--- src/rtl/core/atbm_pkg.sv ---
// ----------------------------------------------------------------------------
// atbm_pkg: shared types and constants
// Types and constants used by the triangle catalog match search unit.
// ----------------------------------------------------------------------------
package atbm_pkg;

   localparam logic [0:0] ACT_WRITE = 1'b0;
   localparam logic [0:0] ACT_QUERY = 1'b1;

   localparam int TOL_WIDTH   = 16;
   localparam int COUNT_WIDTH = 11;
   localparam int DEV_WIDTH   = 34;

   localparam logic [0:0] CSR_TOLERANCE = 1'b0;
   localparam logic [0:0] CSR_ENTRIES   = 1'b1;

   localparam logic [TOL_WIDTH-1:0] TOL_RESET = 16'd655;

   // Status handed from the sum stage to the best-match cell.
   typedef struct packed {
      logic                 valid;
      logic                 in_window;
      logic [DEV_WIDTH-1:0] dev;
   } cell_stat_type;

endpackage

--- src/rtl/core/atbm_best_cell.sv ---
// ----------------------------------------------------------------------------
// atbm_best_cell: running best-match cell
// Keeps the lowest in-window deviation seen over one scan, earliest wins on a tie.
// ----------------------------------------------------------------------------
module atbm_best_cell #(
   parameter int IDX_WIDTH = 10
) (
   input  logic                                clock,
   input  logic                                reset,
   input  logic                                start,
   input  atbm_pkg::cell_stat_type             stat,
   input  logic [IDX_WIDTH-1:0]                idx,
   output logic                                found,
   output logic [IDX_WIDTH-1:0]                best_idx,
   output logic [atbm_pkg::DEV_WIDTH-1:0]      best_dev
);
   logic                               found_ff, found_in;
   logic [IDX_WIDTH-1:0]               idx_ff, idx_in;
   logic [atbm_pkg::DEV_WIDTH-1:0]     dev_ff, dev_in;

   always_comb begin
      found_in = found_ff;
      idx_in   = idx_ff;
      dev_in   = dev_ff;
      if (start) begin
         found_in = 1'b0;
      end else if (stat.valid && stat.in_window && (!found_ff || stat.dev < dev_ff)) begin
         found_in = 1'b1;
         idx_in   = idx;
         dev_in   = stat.dev;
      end
   end

   always_ff @(posedge clock) begin
      if (reset) begin
         found_ff <= 1'b0;
      end else begin
         found_ff <= found_in;
      end
      idx_ff <= idx_in;
      dev_ff <= dev_in;
   end

   assign found    = found_ff;
   assign best_idx = idx_ff;
   assign best_dev = dev_ff;
endmodule
--- config.mk ---
export PLATFORM = sky130hd
export DESIGN_NAME = atbm_best_cell
export DESIGN_NICKNAME = d
export VERILOG_FILES = /design/src/rtl/core/atbm_pkg.sv /design/src/rtl/core/atbm_best_cell.sv
export SDC_FILE = /design/constraint.sdc
export NUM_CORES = 1
export LEC_CHECK = 0
export CAP_MARGIN = 30
export CORE_MARGIN = 2
export CORE_UTILIZATION = 62
export DETAILED_ROUTE_END_ITERATION = 16
export DONT_BUFFER_PORTS = 1
export GPL_TIMING_DRIVEN = 0
export PLACE_DENSITY = 0.79
export SETUP_SLACK_MARGIN = 0.1
export SYNTH_ARGS = -nofsm -noshare
export SYNTH_HDL_FRONTEND = slang
export SYNTH_SLANG_ARGS = --single-unit
--- constraint.sdc ---
create_clock -name clock -period 5.3 [get_ports clock]
set_input_delay 0.53 -clock clock [delete_from_list [all_inputs] [get_ports clock]]
set_output_delay 0.53 -clock clock [all_outputs]
set_load 0.01 [all_outputs]
=== Word level (Yosys, flattened, before mapping) ===
Cells that the tools add are included.

* Register bits: 45
* Latch bits: 0
* Bits in writable memories: 0
* ROM bits: 0
* Input port bits: 49
* Output and inout bits: 45
* Word-level logic and storage cells: 11
* Memories kept: 0

* Add/subtract/negate cells: 0
* Multipliers: 0
* Div/mod/pow operators: 0
* Order comparisons: 1
* Equality and inequality tests: 0
* Shift-type cells: 0
* Multiplexer cells: 0
* Bitwise gates (word level): 1
* Reductions and logical operators: 6

{| class="wikitable"
|+ Operator list
! kind !! count
|-
| $lt A34 B34 Y1 || 1
|-
| $logic_and A1 B1 Y1 || 2
|-
| $reduce_and A2 Y1 || 1
|-
| $reduce_or A2 Y1 || 1
|-
| $logic_not A1 Y1 || 1
|-
| $logic_or A1 B1 Y1 || 1
|-
| $not A1 Y1 || 1
|}

=== Depth between registers and ports, before layout ===
* Depth in word-level cells: 4
* Depth in mapped cells: 8
* Gate-level depth less buffers: 8

=== Worst setup path after synthesis ===
OpenSTA, ideal clock, no wires.

* Kind: input-to-reg
* Start: input stat[19] in the netlist's numbering
* End: register dev_ff (netlist bit best_dev[0]) (enable)
* Library setup time: 0.483 ns
* Arrival: 4.191 ns
* Required time: 4.817 ns
* Slack: 0.626 ns
* Stages: 6
* Buffers on the path: 0
* Cell sequence: ha_1 -> a21oi_2 -> o21ai_1 -> a221oi_2 -> nand2_1 -> a2111oi_2

* Longest elaborated chain between the ends: 4

{| class="wikitable"
|+ RTL lines
! item !! line !! RTL
|-
| start, declared || atbm_best_cell.sv:11 || <nowiki>input atbm_pkg::cell_stat_type stat,</nowiki>
|-
| $lt A34 B34 Y1 || atbm_best_cell.sv:27 || <nowiki>end else if (stat.valid && stat.in_window && (!found_ff || stat.dev < dev_ff)) begin</nowiki>
|-
| $logic_or A1 B1 Y1 || atbm_best_cell.sv:27 ||
|-
| $logic_and A1 B1 Y1 || atbm_best_cell.sv:27 ||
|-
| $reduce_and A2 Y1 (no line) || n/a ||
|-
| end signal, assigned || atbm_best_cell.sv:41 || <nowiki>dev_ff <= dev_in;</nowiki>
|-
| end, declared || atbm_best_cell.sv:19 || <nowiki>logic [atbm_pkg::DEV_WIDTH-1:0] dev_ff, dev_in;</nowiki>
|}

No other way between the ends.
A chain may end at the register's enable or synchronous reset.

=== Worst setup path in the final report ===
* Start: register dev_ff (netlist bit best_dev[3])
* End: register dev_ff (netlist bit best_dev[10]) (enable)

* Longest elaborated chain between the ends: 4

{| class="wikitable"
|+ RTL lines
! item !! line
|-
| $lt A34 B34 Y1 || atbm_best_cell.sv:27
|-
| $logic_or A1 B1 Y1 || atbm_best_cell.sv:27
|-
| $logic_and A1 B1 Y1 || atbm_best_cell.sv:27
|-
| $reduce_and A2 Y1 (no line) || n/a
|}

No other way between the ends.

==> flow_summary.json <==
{
  "dr.pass1.iters": 4,
  "io_buffers": 0,
  "antenna_left": 0,
  "grt_overflow": 0,
  "irDropWorstVdd_uv": 202,
  "ys_ff_latch": 45,
  "hold_viol": 0,
  "post_cts_resized": 0,
  "fillCellCount": 250,
  "r2r_cells": 9,
  "relSlewSlack_pct": 57.1,
  "cts_max_level": 2,
  "final_cell_area_sq_um": 2370,
  "postCtsSetupBuffers": 0,
  "fp.dieW_microns": 63.6,
  "layout_common_cells": "44 x edfxtp_1, 33 x inv_1, 33 x ha_1",
  "vias": 1263,
  "row_count": 21,
  "yosysUniqueCellTypes": 23,
  "holdWs_ns": 0.226,
  "tightest_slew_ns": 0.644,
  "syn_area_sq_um": 2200,
  "die_h_microns": 63.6,
  "grt_start_max_net_pins": 17,
  "hpwl_microns": 3260,
  "place.gp.congestion": 0.662,
  "fin_crit_ns": 2.85,
  "slowest_stage": "a2111oi_4",
  "required_ns": 5.38,
  "hold_path_class": "primary input to flop",
  "outcome": "finished clean",
  "clock_skew_ns": 0.0189,
  "path_cells": "inv_1, ha_1, a2111oi_0, o21ai_1, o211ai_1, a31oi_1, a2111oi_4, buf_8, buf_8",
  "antenna_found_initial": 0,
  "initial_core_util_pct": 65.4,
  "drc_errors": 0,
  "worstPathMaxFanout": 14,
  "ctsHoldBuffers": 0,
  "fin_util_pct": 70.6,
  "drive_gt1_share_pct": 9.04,
  "fin_cells": 223,
  "root_buffer": "clkbuf_4",
  "path_clk_slew_ns": 0.14,
  "period_share_pct": 53.7,
  "max_stage_delay_ns": 0.53,
  "dpl.cell_count": 215,
  "p_total_uw": 634,
  "critPathLaunch": "best_dev[3]",
  "final-seq-area_sq_um": 1340,
  "routed_wl_microns": 3970,
  "arrival_ns": 2.93,
  "fmax_mhz": 351,
  "clock_sinks": 45,
  "powerDensity_nw_per_um2": 267,
  "worstHoldStart": "reset",
  "multi_input_area_sq_um": 747,
  "hold_depth": 1,
  "cap_violations": 0,
  "worstSkewPairLatency_ns": 0.36,
  "slew_violations": 0,
  "cp-end-kind": "flop",
  "worstSetupPathType": "flop to flop",
  "synth.avg_cell_area_sq_um": 13.3,
  "synthCells": 166,
  "pin_count": 94,
  "p_leak_nw": 1.00,
  "syn_to_final_growth_pct": 7.91,
  "rr_startpoint": "best_dev[3]",
  "vias_per_cell": 5.66,
  "cts_inserted_buffers": 5,
  "crit_top_cell": "buf_8",
  "diodes": 0,
  "wl_per_cell_microns": 17.8,
  "placed_area_sq_um": 2310,
  "yosys_warnings": 0,
  "synth_seq_area_share_pct": 61.0,
  "grt_pass1_wl_microns": 6300,
  "cts_tree": "done",
  "setup_viol": 0,
  "drt-initial-drc-count": 124,
  "nNetsFinal": 258,
  "grt_use_total_pct": 20.7,
  "grt_pass1_vias": 1358,
  "syn_nets": 248,
  "core_area_sq_um": 3360,
  "rsz0062_at_grt": "false",
  "cp-start-kind": "flop",
  "final_common_cell": "edfxtp_1",
  "die_area_sq_um": 4040,
  "clockBufferDepth": 2
}
## report_power, final
part           switching [mW]  internal [mW]  total [mW]
Clock                   0.118         0.0542       0.172
Combinational          0.0271         0.0214      0.0485
Sequential             0.0105          0.403       0.414
## flip-flops by register name, summed over array words and instances (netlist names)
name	cells
best_dev	34
best_idx	10
found	1
## Yosys cell counts, drive strengths merged
library cell   n  share of area [%]
edfxtp        44                 60
ha            33                 19
inv           33                5.6
a21oi         16                4.0
nand2         10                1.7
a21o           4                1.4
nand3          4               0.91
nand4          4                1.1
o21ai          4               0.91
nor2           3               0.51
a2111oi        2                1.1
nor4           2               0.85
a221oi         1               0.68
a31oi          1               0.28
dfxtp          1               0.91
nand2b         1               0.28
nor3           1               0.23
o211ai         1               0.34
o21a           1               0.34
## final cells by class
cell class	instances	area share [%]
clock buffers	5	1.58
clock inverters	3	1.05
inverters	33	5.22
multi-input cells	88	31.5
flip-flops and latches	45	56.5
well taps	46	2.42
repair buffers	3	1.74
## per-stage QoR
step	setup slack (ns)	TNS, ns
6_report	2.45	0
5_1_grt	2.22	0
4_1_cts	2.45	0
3_5_place_dp	2.40	0
3_3_place_gp	-0.245	-10.74
2_1_floorplan	0.626	0
## cell families after synthesis
| family | count (synthesis) | synth area share [%] |
|---|---|---|
| flops | 45 | 61.0 |
| simple gates | 25 | 5.63 |
| compound gates | 30 | 8.99 |
| buf+inv | 33 | 5.63 |
| fa+ha+maj | 33 | 18.8 |
## critical path, delay by kind of cell (launching register included)
kind,cells,cell delay [ns]
flops,1,0.47
buf+inv,3,0.50
compound gates,5,1.37
fa+ha+maj,1,0.23
## final timing paths
path                                endpoint  slack [ns]
worst max-delay path            best_dev[10]        2.45
worst min-delay path                   found        0.23
worst max register to register  best_dev[10]        2.45
worst min register to register         found        0.64
## routing by layer
layer | GRT usage [%] | wire length, microns | vias to the layer above
li1 | - | - | 617
met1 | 22.6 | 1440 | 586
met2 | 37.4 | 2170 | 55
met3 | 8.39 | 322 | 5
met4 | 4.89 | 40 | 0
met5 | 0 | 0 | -
Note: power is estimated with default switching activity, not from simulation.
