[src/rtl/core/atbm_pkg.sv]
// ----------------------------------------------------------------------------
// atbm_pkg: shared types and constants
// Types and constants used by the triangle catalog match search unit.
// ----------------------------------------------------------------------------
package atbm_pkg;

   localparam logic [0:0] ACT_WRITE = 1'b0;
   localparam logic [0:0] ACT_QUERY = 1'b1;

   localparam int TOL_WIDTH   = 16;
   localparam int COUNT_WIDTH = 11;
   localparam int DEV_WIDTH   = 34;

   localparam logic [0:0] CSR_TOLERANCE = 1'b0;
   localparam logic [0:0] CSR_ENTRIES   = 1'b1;

   localparam logic [TOL_WIDTH-1:0] TOL_RESET = 16'd655;

   // Status handed from the sum stage to the best-match cell.
   typedef struct packed {
      logic                 valid;
      logic                 in_window;
      logic [DEV_WIDTH-1:0] dev;
   } cell_stat_type;

endpackage

[src/rtl/core/atbm_diff_cell.sv]
// ----------------------------------------------------------------------------
// atbm_diff_cell: one angle difference cell
// Registers |stored - key| for one angle, its window test and its square.
// ----------------------------------------------------------------------------
module atbm_diff_cell #(
   parameter int ANGLE_WIDTH = 18
) (
   input  logic                                  clock,
   input  logic [ANGLE_WIDTH-1:0]                stored,
   input  logic [ANGLE_WIDTH-1:0]                key,
   input  logic [atbm_pkg::TOL_WIDTH-1:0]        tolerance,
   output logic                                  in_window,
   output logic [2*ANGLE_WIDTH-1:0]              square
);
   localparam int CMP_W = (ANGLE_WIDTH > atbm_pkg::TOL_WIDTH) ?
                          ANGLE_WIDTH : atbm_pkg::TOL_WIDTH;

   logic [ANGLE_WIDTH-1:0]   dist_in, dist_ff;
   logic                     inside_in, inside_ff;
   logic [2*ANGLE_WIDTH-1:0] square_ff;

   assign dist_in   = (stored > key) ? stored - key : key - stored;
   assign inside_in = (CMP_W'(dist_in) < CMP_W'(tolerance));

   // stage 1: difference, stage 2: square
   always_ff @(posedge clock) begin
      dist_ff   <= dist_in;
      inside_ff <= inside_in;
      square_ff <= dist_ff * dist_ff;
   end

   logic inside_d_ff;
   always_ff @(posedge clock) begin
      inside_d_ff <= inside_ff;
   end

   assign in_window = inside_d_ff;
   assign square    = square_ff;
endmodule

[config.mk]
export PLATFORM = sky130hd
export DESIGN_NAME = atbm_diff_cell
export DESIGN_NICKNAME = d
export VERILOG_FILES = /design/src/rtl/core/atbm_pkg.sv /design/src/rtl/core/atbm_diff_cell.sv
export SDC_FILE = /design/constraint.sdc
export NUM_CORES = 1
export LEC_CHECK = 0
export ABC_AREA = 1
export BUFFER_PORTS_ARGS = -buffer_cell sky130_fd_sc_hd__buf_4
export CORE_ASPECT_RATIO = 0.5
export CORE_MARGIN = 4
export CORE_UTILIZATION = 58
export DETAILED_ROUTE_END_ITERATION = 10
export GPL_TIMING_DRIVEN = 0
export PLACE_DENSITY = 0.89
export SLEW_MARGIN = 25
export SYNTH_ARGS = -nofsm -noshare
export SYNTH_HDL_FRONTEND = slang
export SYNTH_SLANG_ARGS = --single-unit
[constraint.sdc]
create_clock -name clock -period 7.3 [get_ports clock]
set_input_delay 0.73 -clock clock [delete_from_list [all_inputs] [get_ports clock]]
set_output_delay 0.73 -clock clock [all_outputs]
set_load 0.005 [all_outputs]
Word-level counts from Yosys, hierarchy flattened
Index checks and enable logic that the tools add are counted.
{"block": "totals", "reg_bits": 56, "inputBits": 53}
{"block": "classes", "multipliers": 1, "magnitude_cmp": 2, "add_sub_neg": 2, "mux": 1}
{"op": "18-bit by 18-bit multiplier with 36-bit output", "count": 1}
{"op": "18-bit subtractor", "count": 2}
{"op": "18-bit > comparator", "count": 1}
{"op": "18-bit by 16-bit less-than comparator with 1-bit output", "count": 1}
{"op": "18-bit 2-to-1 mux", "count": 1}

Logic depth before layout (Yosys ltp)
Gate-level depths: netlist of the first run.
{"block": "logic_depth", "word_depth": 3, "mapped_depth": 28}

Worst setup path after synthesis of the first run
No wires, ideal clock.
{"block": "synth_path", "kind": "flip-flop to flip-flop", "start": "register dist_ff[4]", "end": "register square_ff[34] (netlist: square[34])", "synth_period_minus_slack_ns": 5.516, "arrival_ns": 5.403, "path_buffers": 2, "path_slack_ns": 1.784, "stages_incl_launch_ff": 23, "path_cell_list": "dfxtp_1 -> clkbuf_1 -> buf_1 -> nand2_1 -> fa_1 -> inv_1 -> fa_1 -> inv_1 -> fa_1 -> fa_1 -> inv_1 -> fa_1 -> inv_1 -> fa_1 -> inv_1 -> ha_1 -> nand2_1 -> nor2_1 -> nand2_1 -> o21ai_0 -> nand3_1 -> nand3_1 -> nand2_1"}
{"block": "synth_via", "elab_chain_cells": 1}
{"element": "start: declaration", "line_no": "atbm_diff_cell.sv:18", "text": "logic [ANGLE_WIDTH-1:0] dist_in, dist_ff;"}
{"element": "start signal: assignment", "line_no": "atbm_diff_cell.sv:27", "text": "dist_ff <= dist_in;"}
{"element": "18-bit by 18-bit multiplier with 36-bit output", "line_no": "atbm_diff_cell.sv:29", "text": "square_ff <= dist_ff * dist_ff;"}
{"element": "end signal: assignment", "line_no": "atbm_diff_cell.sv:29"}
{"element": "end: declaration", "line_no": "atbm_diff_cell.sv:20", "text": "logic [2*ANGLE_WIDTH-1:0] square_ff;"}
Every way passes these cells.

Worst setup path after layout of the first run
{"block": "layout_path", "start": "register dist_ff[13]", "end": "register square_ff[35] (netlist: square[35])"}
Same word-level chain as after synthesis.

==> results.py, run 1 <==
metrics = {
    "status": {
        "status": "completed",
    },
    "die": {
        "core-area_um2": 22000,
        "initial_core_util_pct": 59.8,
        "ioPinCount": 90,
        "dieWidth_um": 221,
        "dieArea_um2": 25300,
        "rows": 38,
        "die_y_um": 115,
    },
    "logic_synthesis": {
        "yosysSeqAreaShare_pct": 8.36,
        "ys_types": 39,
        "synth_top_area_cell": "fa_1",
        "synth_edf_count": 0,
        "syn_avg_cell_area_um2": 7.52,
        "synthArstFlopShare_pct": 0,
        "ys_warn_count": 0,
        "syn-num-nets": 2186,
        "synth_commonest_cells": "inv_1 (515), nand2_1 (406), fa_1 (219), ha_1 (162), nor2_1 (77)",
        "syn_area_um2": 13200,
        "netlist_instances": 1752,
        "ys_seq_elements": 55,
        "yosysMostFrequentCell": "inv_1",
        "synth.area.top_cells": "fa_1 (33%), ha_1 (15%), inv_1 (15%), nand2_1 (12%), dfxtp_1 (8.4%)",
        "synth_top_area_share_pct": 33.3,
        "yosys_most_used_dff": "dfxtp_1",
    },
    "critical_path": {
        "end_kind": "flip-flop",
        "critPathArrivalTime_ps": 7220,
        "crit_buf_inv": 6,
        "crit_family": "adder cells",
        "crit_type": "reg -> reg",
        "path_cells": "clkbuf_1 > clkbuf_1 > nand2_1 > fa_1 > fa_1 > fa_1 > inv_1 > fa_1 > fa_1 > inv_1 > fa_1 > inv_1 > ha_1 > a21oi_1 > a21boi_0 > o21ai_0 > inv_1 > nand2_1 > nand3_1 > nand2_1 > xor2_1",
        "max_stage_delay_ps": 600,
        "path_max_fanout": 10,
        "cp.required_ps": 7500,
        "crit_top_cell": "fa_1",
        "critPathLaunchType": "flip-flop",
        "crit_slowest_cell": "clkbuf_1",
    },
    "clock_tree": {
        "cts-htree-levels": 2,
        "clock_tree.buffer_depth": 2,
        "cts_setup_buffers": 0,
        "clkSinkCount": 55,
        "cts_hold_buf": 0,
        "cts_resized": 0,
        "cts_tree": "done",
        "clk_latency_ps": 330,
        "clkTransAtPathRegs_ps": 90,
        "cts_root_buffer": "clkbuf_16",
        "cts_buffers": 5,
    },
    "route": {
        "drt_iter0_markers": 932,
        "dr.pass1.iters": 5,
        "drt-vias-per-instance": 5.24,
        "ant_nets": 0,
        "routedWlPerCell_um": 15.7,
        "wl_um": 33800,
        "num_vias": 11300,
        "drc": 0,
    },
    "layout": {
        "synthToLayoutAreaGrowth_pct": 9.05,
        "layout.nets": 2281,
        "final_layout_size_suffix_gt1_share_pct": 6.66,
        "fillers": 1777,
        "antenna_cells": 0,
    },
    "timing": {
        "finalCriticalPeriod_ps": 7010,
        "rsz0062_at_grt": "no",
        "clock_skew_ps": 9.89,
        "slew_viol_final": 0,
        "period_share_pct": 96.1,
        "worst_slew_pin_slew_ps": 777,
        "setup_viol": 0,
        "clock.fmax_ghz": 0.143,
        "fin_setup_tns_ps": 0,
        "finalHoldViolations": 0,
        "slew_headroom_pct": 48.2,
    },
    "global_route": {
        "grt_use_total_pct": 27.5,
        "grt_pass1_wl_um": 55900,
        "grt_pass1_vias": 11800,
        "grt_max_degree": 21,
        "antenna_found_initial": 0,
        "overflow": 0,
    },
    "placement": {
        "place_congestion": 1.02,
        "dp_hpwl_um": 28600,
        "place.port_buffers": 88,
    },
    "worst_hold_path": {
        "hold_class": "reg -> reg",
    },
    "run": {
        "cap_violations": 0,
    },
}
==> sequential cells by signal, summed over array words and instances (netlist names) <==
name and cells:
inside_ff 1, square 35, dist_ff 18, in_window 1
==> per-stage QoR <==
step	std cells	hold WS, ps	utilization, %	cell area [um^2]	setup WS (ps)
2_1_floorplan	1752	310	-	13200	1780
3_3_place_gp	2140	314	64.5	14200	502
3_5_place_dp	2140	315	64.5	14200	502
4_1_cts	2148	340	65.3	14400	450
5_1_grt	2148	352	65.3	14400	19.1
6_report	2148	336	65.3	14400	288
==> area by class of cell <==
cell class / instances / area (um^2) / share of cell area, %
Timing Repair Buffer: 88 / 661 / 4.60
Buffer: 47 / 209 / 1.45
Clock buffer: 5 / 125 / 0.871
Multi-Input combinational cell: 1134 / 9930 / 69.1
Tap cell: 300 / 375 / 2.61
Clock inverter: 3 / 31.3 / 0.218
Inverter: 516 / 1940 / 13.5
Sequential cell: 55 / 1100 / 7.66
==> kinds of logic (layout without fill, tap and decap cells) <==
kind of cell / Yosys count / in the layout / share of synthesized area (%)
buffers and inverters: 563 / 659 / 16.3
AND/OR/NAND/NOR: 558 / 558 / 17.0
adder cells (fa/ha/maj): 381 / 381 / 48.7
AO/OA/AOI/OAI: 135 / 135 / 5.72
XOR/XNOR: 58 / 58 / 3.86
flip-flops: 55 / 55 / 8.36
other: 1 / 1 / 0.0285
multiplexers: 1 / 1 / 0.0855
==> routing by layer <==
layer  global-route usage [%]  wire length, um  up-vias  part of all wire [%]
met5                        0                0        -                     0
met4                     16.0             1960        0                   5.8
met3                     5.12             2970      126                   8.8
met2                     46.6            15500      514                    46
met1                     33.6            13300     5352                    40
li1                         -                -     5274                     -
==> worst paths after layout <==
check | end | startpoint | slack (ps) | cells after the start
worst max-delay path | square[35] | dist_ff[13] | 290 | 21
worst max register to register | square[35] | dist_ff[13] | 290 | 21
worst min-delay path | in_window | inside_ff | 340 | 0
worst min register to register | in_window | inside_ff | 340 | 0
==> placed cells by master, fill, tap and decap left out, drive strengths merged, types with 6 or more instances in the layout <==
master / netlist / routed
nor2: 81 / 81
nand3: 45 / 45
clkbuf: 35 / 40
ha: 162 / 162
nor3: 6 / 6
xnor2: 13 / 13
a21o: 6 / 6
o21bai: 8 / 8
a21boi: 6 / 6
dfxtp: 55 / 55
inv: 516 / 518
buf: 12 / 100
o21ai: 33 / 33
nand4: 8 / 8
fa: 219 / 219
a21oi: 77 / 77
xor2: 45 / 45
nand2: 411 / 411
Power of run 1 is not shown: default switching activity piles up to over one toggle a cycle in this logic, so the estimate is an artifact.
==> run 2: changes to the inputs <==
Settings changed: CORE_UTILIZATION 58 to 45, PLACE_DENSITY 0.89 to 0.74.
==> run 2 against run 1 <==
Effect of this change:
- die area rose by 27%
- cell area increased by 0.66%
- largest cell class unchanged
- wire length is 3.4% lower
- critical path type unchanged
- first-iteration DRC count shrank 30%
- final cell count up 3.8%
- critical path depth unchanged
- worst hold slack got worse by 4.0 ps
- non-clock buffer count is the same
- setup slack gained 270 ps
==> results.py, run 2 (synthesis results as in run 1) <==
metrics = {
    "timing": {
        "finalHoldViolations": 0,
        "period_share_pct": 92.4,
        "worst_slew_pin_slew_ps": 776,
        "clock_skew_ps": 10.7,
        "setup_viol": 0,
        "clock.fmax_ghz": 0.148,
        "slew_viol_final": 0,
        "slew_headroom_pct": 48.3,
        "fin_setup_tns_ps": 0,
        "finalCriticalPeriod_ps": 6740,
        "rsz0062_at_grt": "no",
        "setup_slack_ps": 555,
    },
    "layout": {
        "antenna_cells": 0,
        "stdcell_area_um2": 14500,
        "fin_cells": 2230,
        "seqCellArea_um2": 1100,
        "multiInputGateArea_um2": 9930,
        "layout.nets": 2281,
        "synthToLayoutAreaGrowth_pct": 9.77,
        "layout_commonest_cell": "inv_1",
        "largest_reg_flops": 35,
        "final_cell_mix": "inv_1 (515), nand2_1 (406), fa_1 (219)",
        "final_layout_size_suffix_gt1_share_pct": 6.66,
        "fillers": 2722,
    },
    "global_route": {
        "grt_max_degree": 19,
        "grt_pass1_vias": 11000,
        "grt_use_total_pct": 20.9,
        "overflow": 0,
        "antenna_found_initial": 0,
        "grt_pass1_wl_um": 53900,
    },
    "clock_tree": {
        "cts_setup_buffers": 0,
        "clkSinkCount": 55,
        "cts_resized": 0,
        "clk_latency_ps": 310,
        "cts_tree": "done",
        "cts_root_buffer": "clkbuf_16",
        "clkTransAtPathRegs_ps": 80,
        "cts-htree-levels": 2,
        "cts_buffers": 5,
        "clock_tree.buffer_depth": 2,
        "cts_hold_buf": 0,
    },
    "critical_path": {
        "crit_type": "reg -> reg",
        "critPathLaunchType": "flip-flop",
        "r2r_slack_ps": 560,
        "cp.required_ps": 7500,
        "end_kind": "flip-flop",
        "path_max_fanout": 10,
        "critPathArrivalTime_ps": 6950,
    },
    "route": {
        "drc": 0,
        "num_vias": 10800,
        "drt_iter0_markers": 656,
        "ant_nets": 0,
        "dr.pass1.iters": 5,
        "routedWlPerCell_um": 14.6,
        "wl_um": 32600,
        "drt-vias-per-instance": 4.83,
    },
    "run": {
        "cap_violations": 0,
    },
    "die": {
        "initial_core_util_pct": 46.6,
        "dieWidth_um": 250,
        "ioPinCount": 90,
        "rows": 43,
        "dieArea_um2": 32200,
        "die_y_um": 129,
        "core-area_um2": 28200,
    },
    "worst_hold_path": {
        "hold_class": "reg -> reg",
    },
    "status": {
        "status": "completed",
    },
    "placement": {
        "place.port_buffers": 88,
        "dp_worst_setup_slack_ps": 685,
        "place_congestion": 0.916,
        "dpl_cell_area_um2": 14300,
        "dp_hpwl_um": 27800,
        "post-place-cells": 2222,
    },
}
==> run 2: cell types whose count changed in the layout (fill, tap and decap cells not counted) <==
| cell | before | now |
|---|---|---|
| clkinv_4 | 1 | 0 |
| inv_8 | 2 | 1 |
| clkinv_2 | 0 | 1 |
| clkinvlp_4 | 0 | 1 |
==> run 2: area by class of cell <==
type                       count  share of cell area [%]
multi-input combinational   1134                    68.6
inverter                     516                    13.4
clock buffer                   5                   0.865
buffer                        47                    1.45
clock inverter                 3                   0.164
tap                          382                    3.31
timing repair buffer          88                    4.57
sequential                    55                    7.61
==> run 2: critical path: stages (launching register included) <==
cell      delay [ps]
dfxtp_1          450
clkbuf_1         570
clkbuf_1         630
nand2_1          240
fa_1             560
fa_1             520
fa_1             510
inv_1             60
fa_1             490
fa_1             490
inv_1             50
fa_1             480
inv_1             40
ha_1             350
a21oi_1          200
a21boi_0         290
o21ai_0          190
inv_1             80
nand2_1           90
nand3_1           90
nand2_1           90
xor2_1           160
==> run 2: stage by stage <==
| step | hold WS, ps | util (%) |
|---|---|---|
| after floorplan | 310 | - |
| after global placement | 312 | 50.7 |
| after detailed placement | 319 | 50.7 |
| after CTS | 335 | 51.2 |
| after global routing | 347 | 51.2 |
| final | 332 | 51.2 |
==> run 2: layer usage <==
metal / vias to the layer above / global-route usage (%) / routed length [um]
li1: 5277 / - / -
met1: 5096 / 29.0 / 14900
met2: 355 / 33.5 / 14300
met3: 50 / 5.21 / 2770
met4: 0 / 4.79 / 702
met5: - / 0 / 0
==> run 2: path summary, 6_finish.rpt <==
kind               startpoint    endpoint  cells after the start
setup reg to reg  dist_ff[13]  square[35]                     21
setup / recovery  dist_ff[13]  square[35]                     21
hold reg to reg     inside_ff   in_window                      0
hold / removal      inside_ff   in_window                      0
Power of run 2 is left out for the same reason.
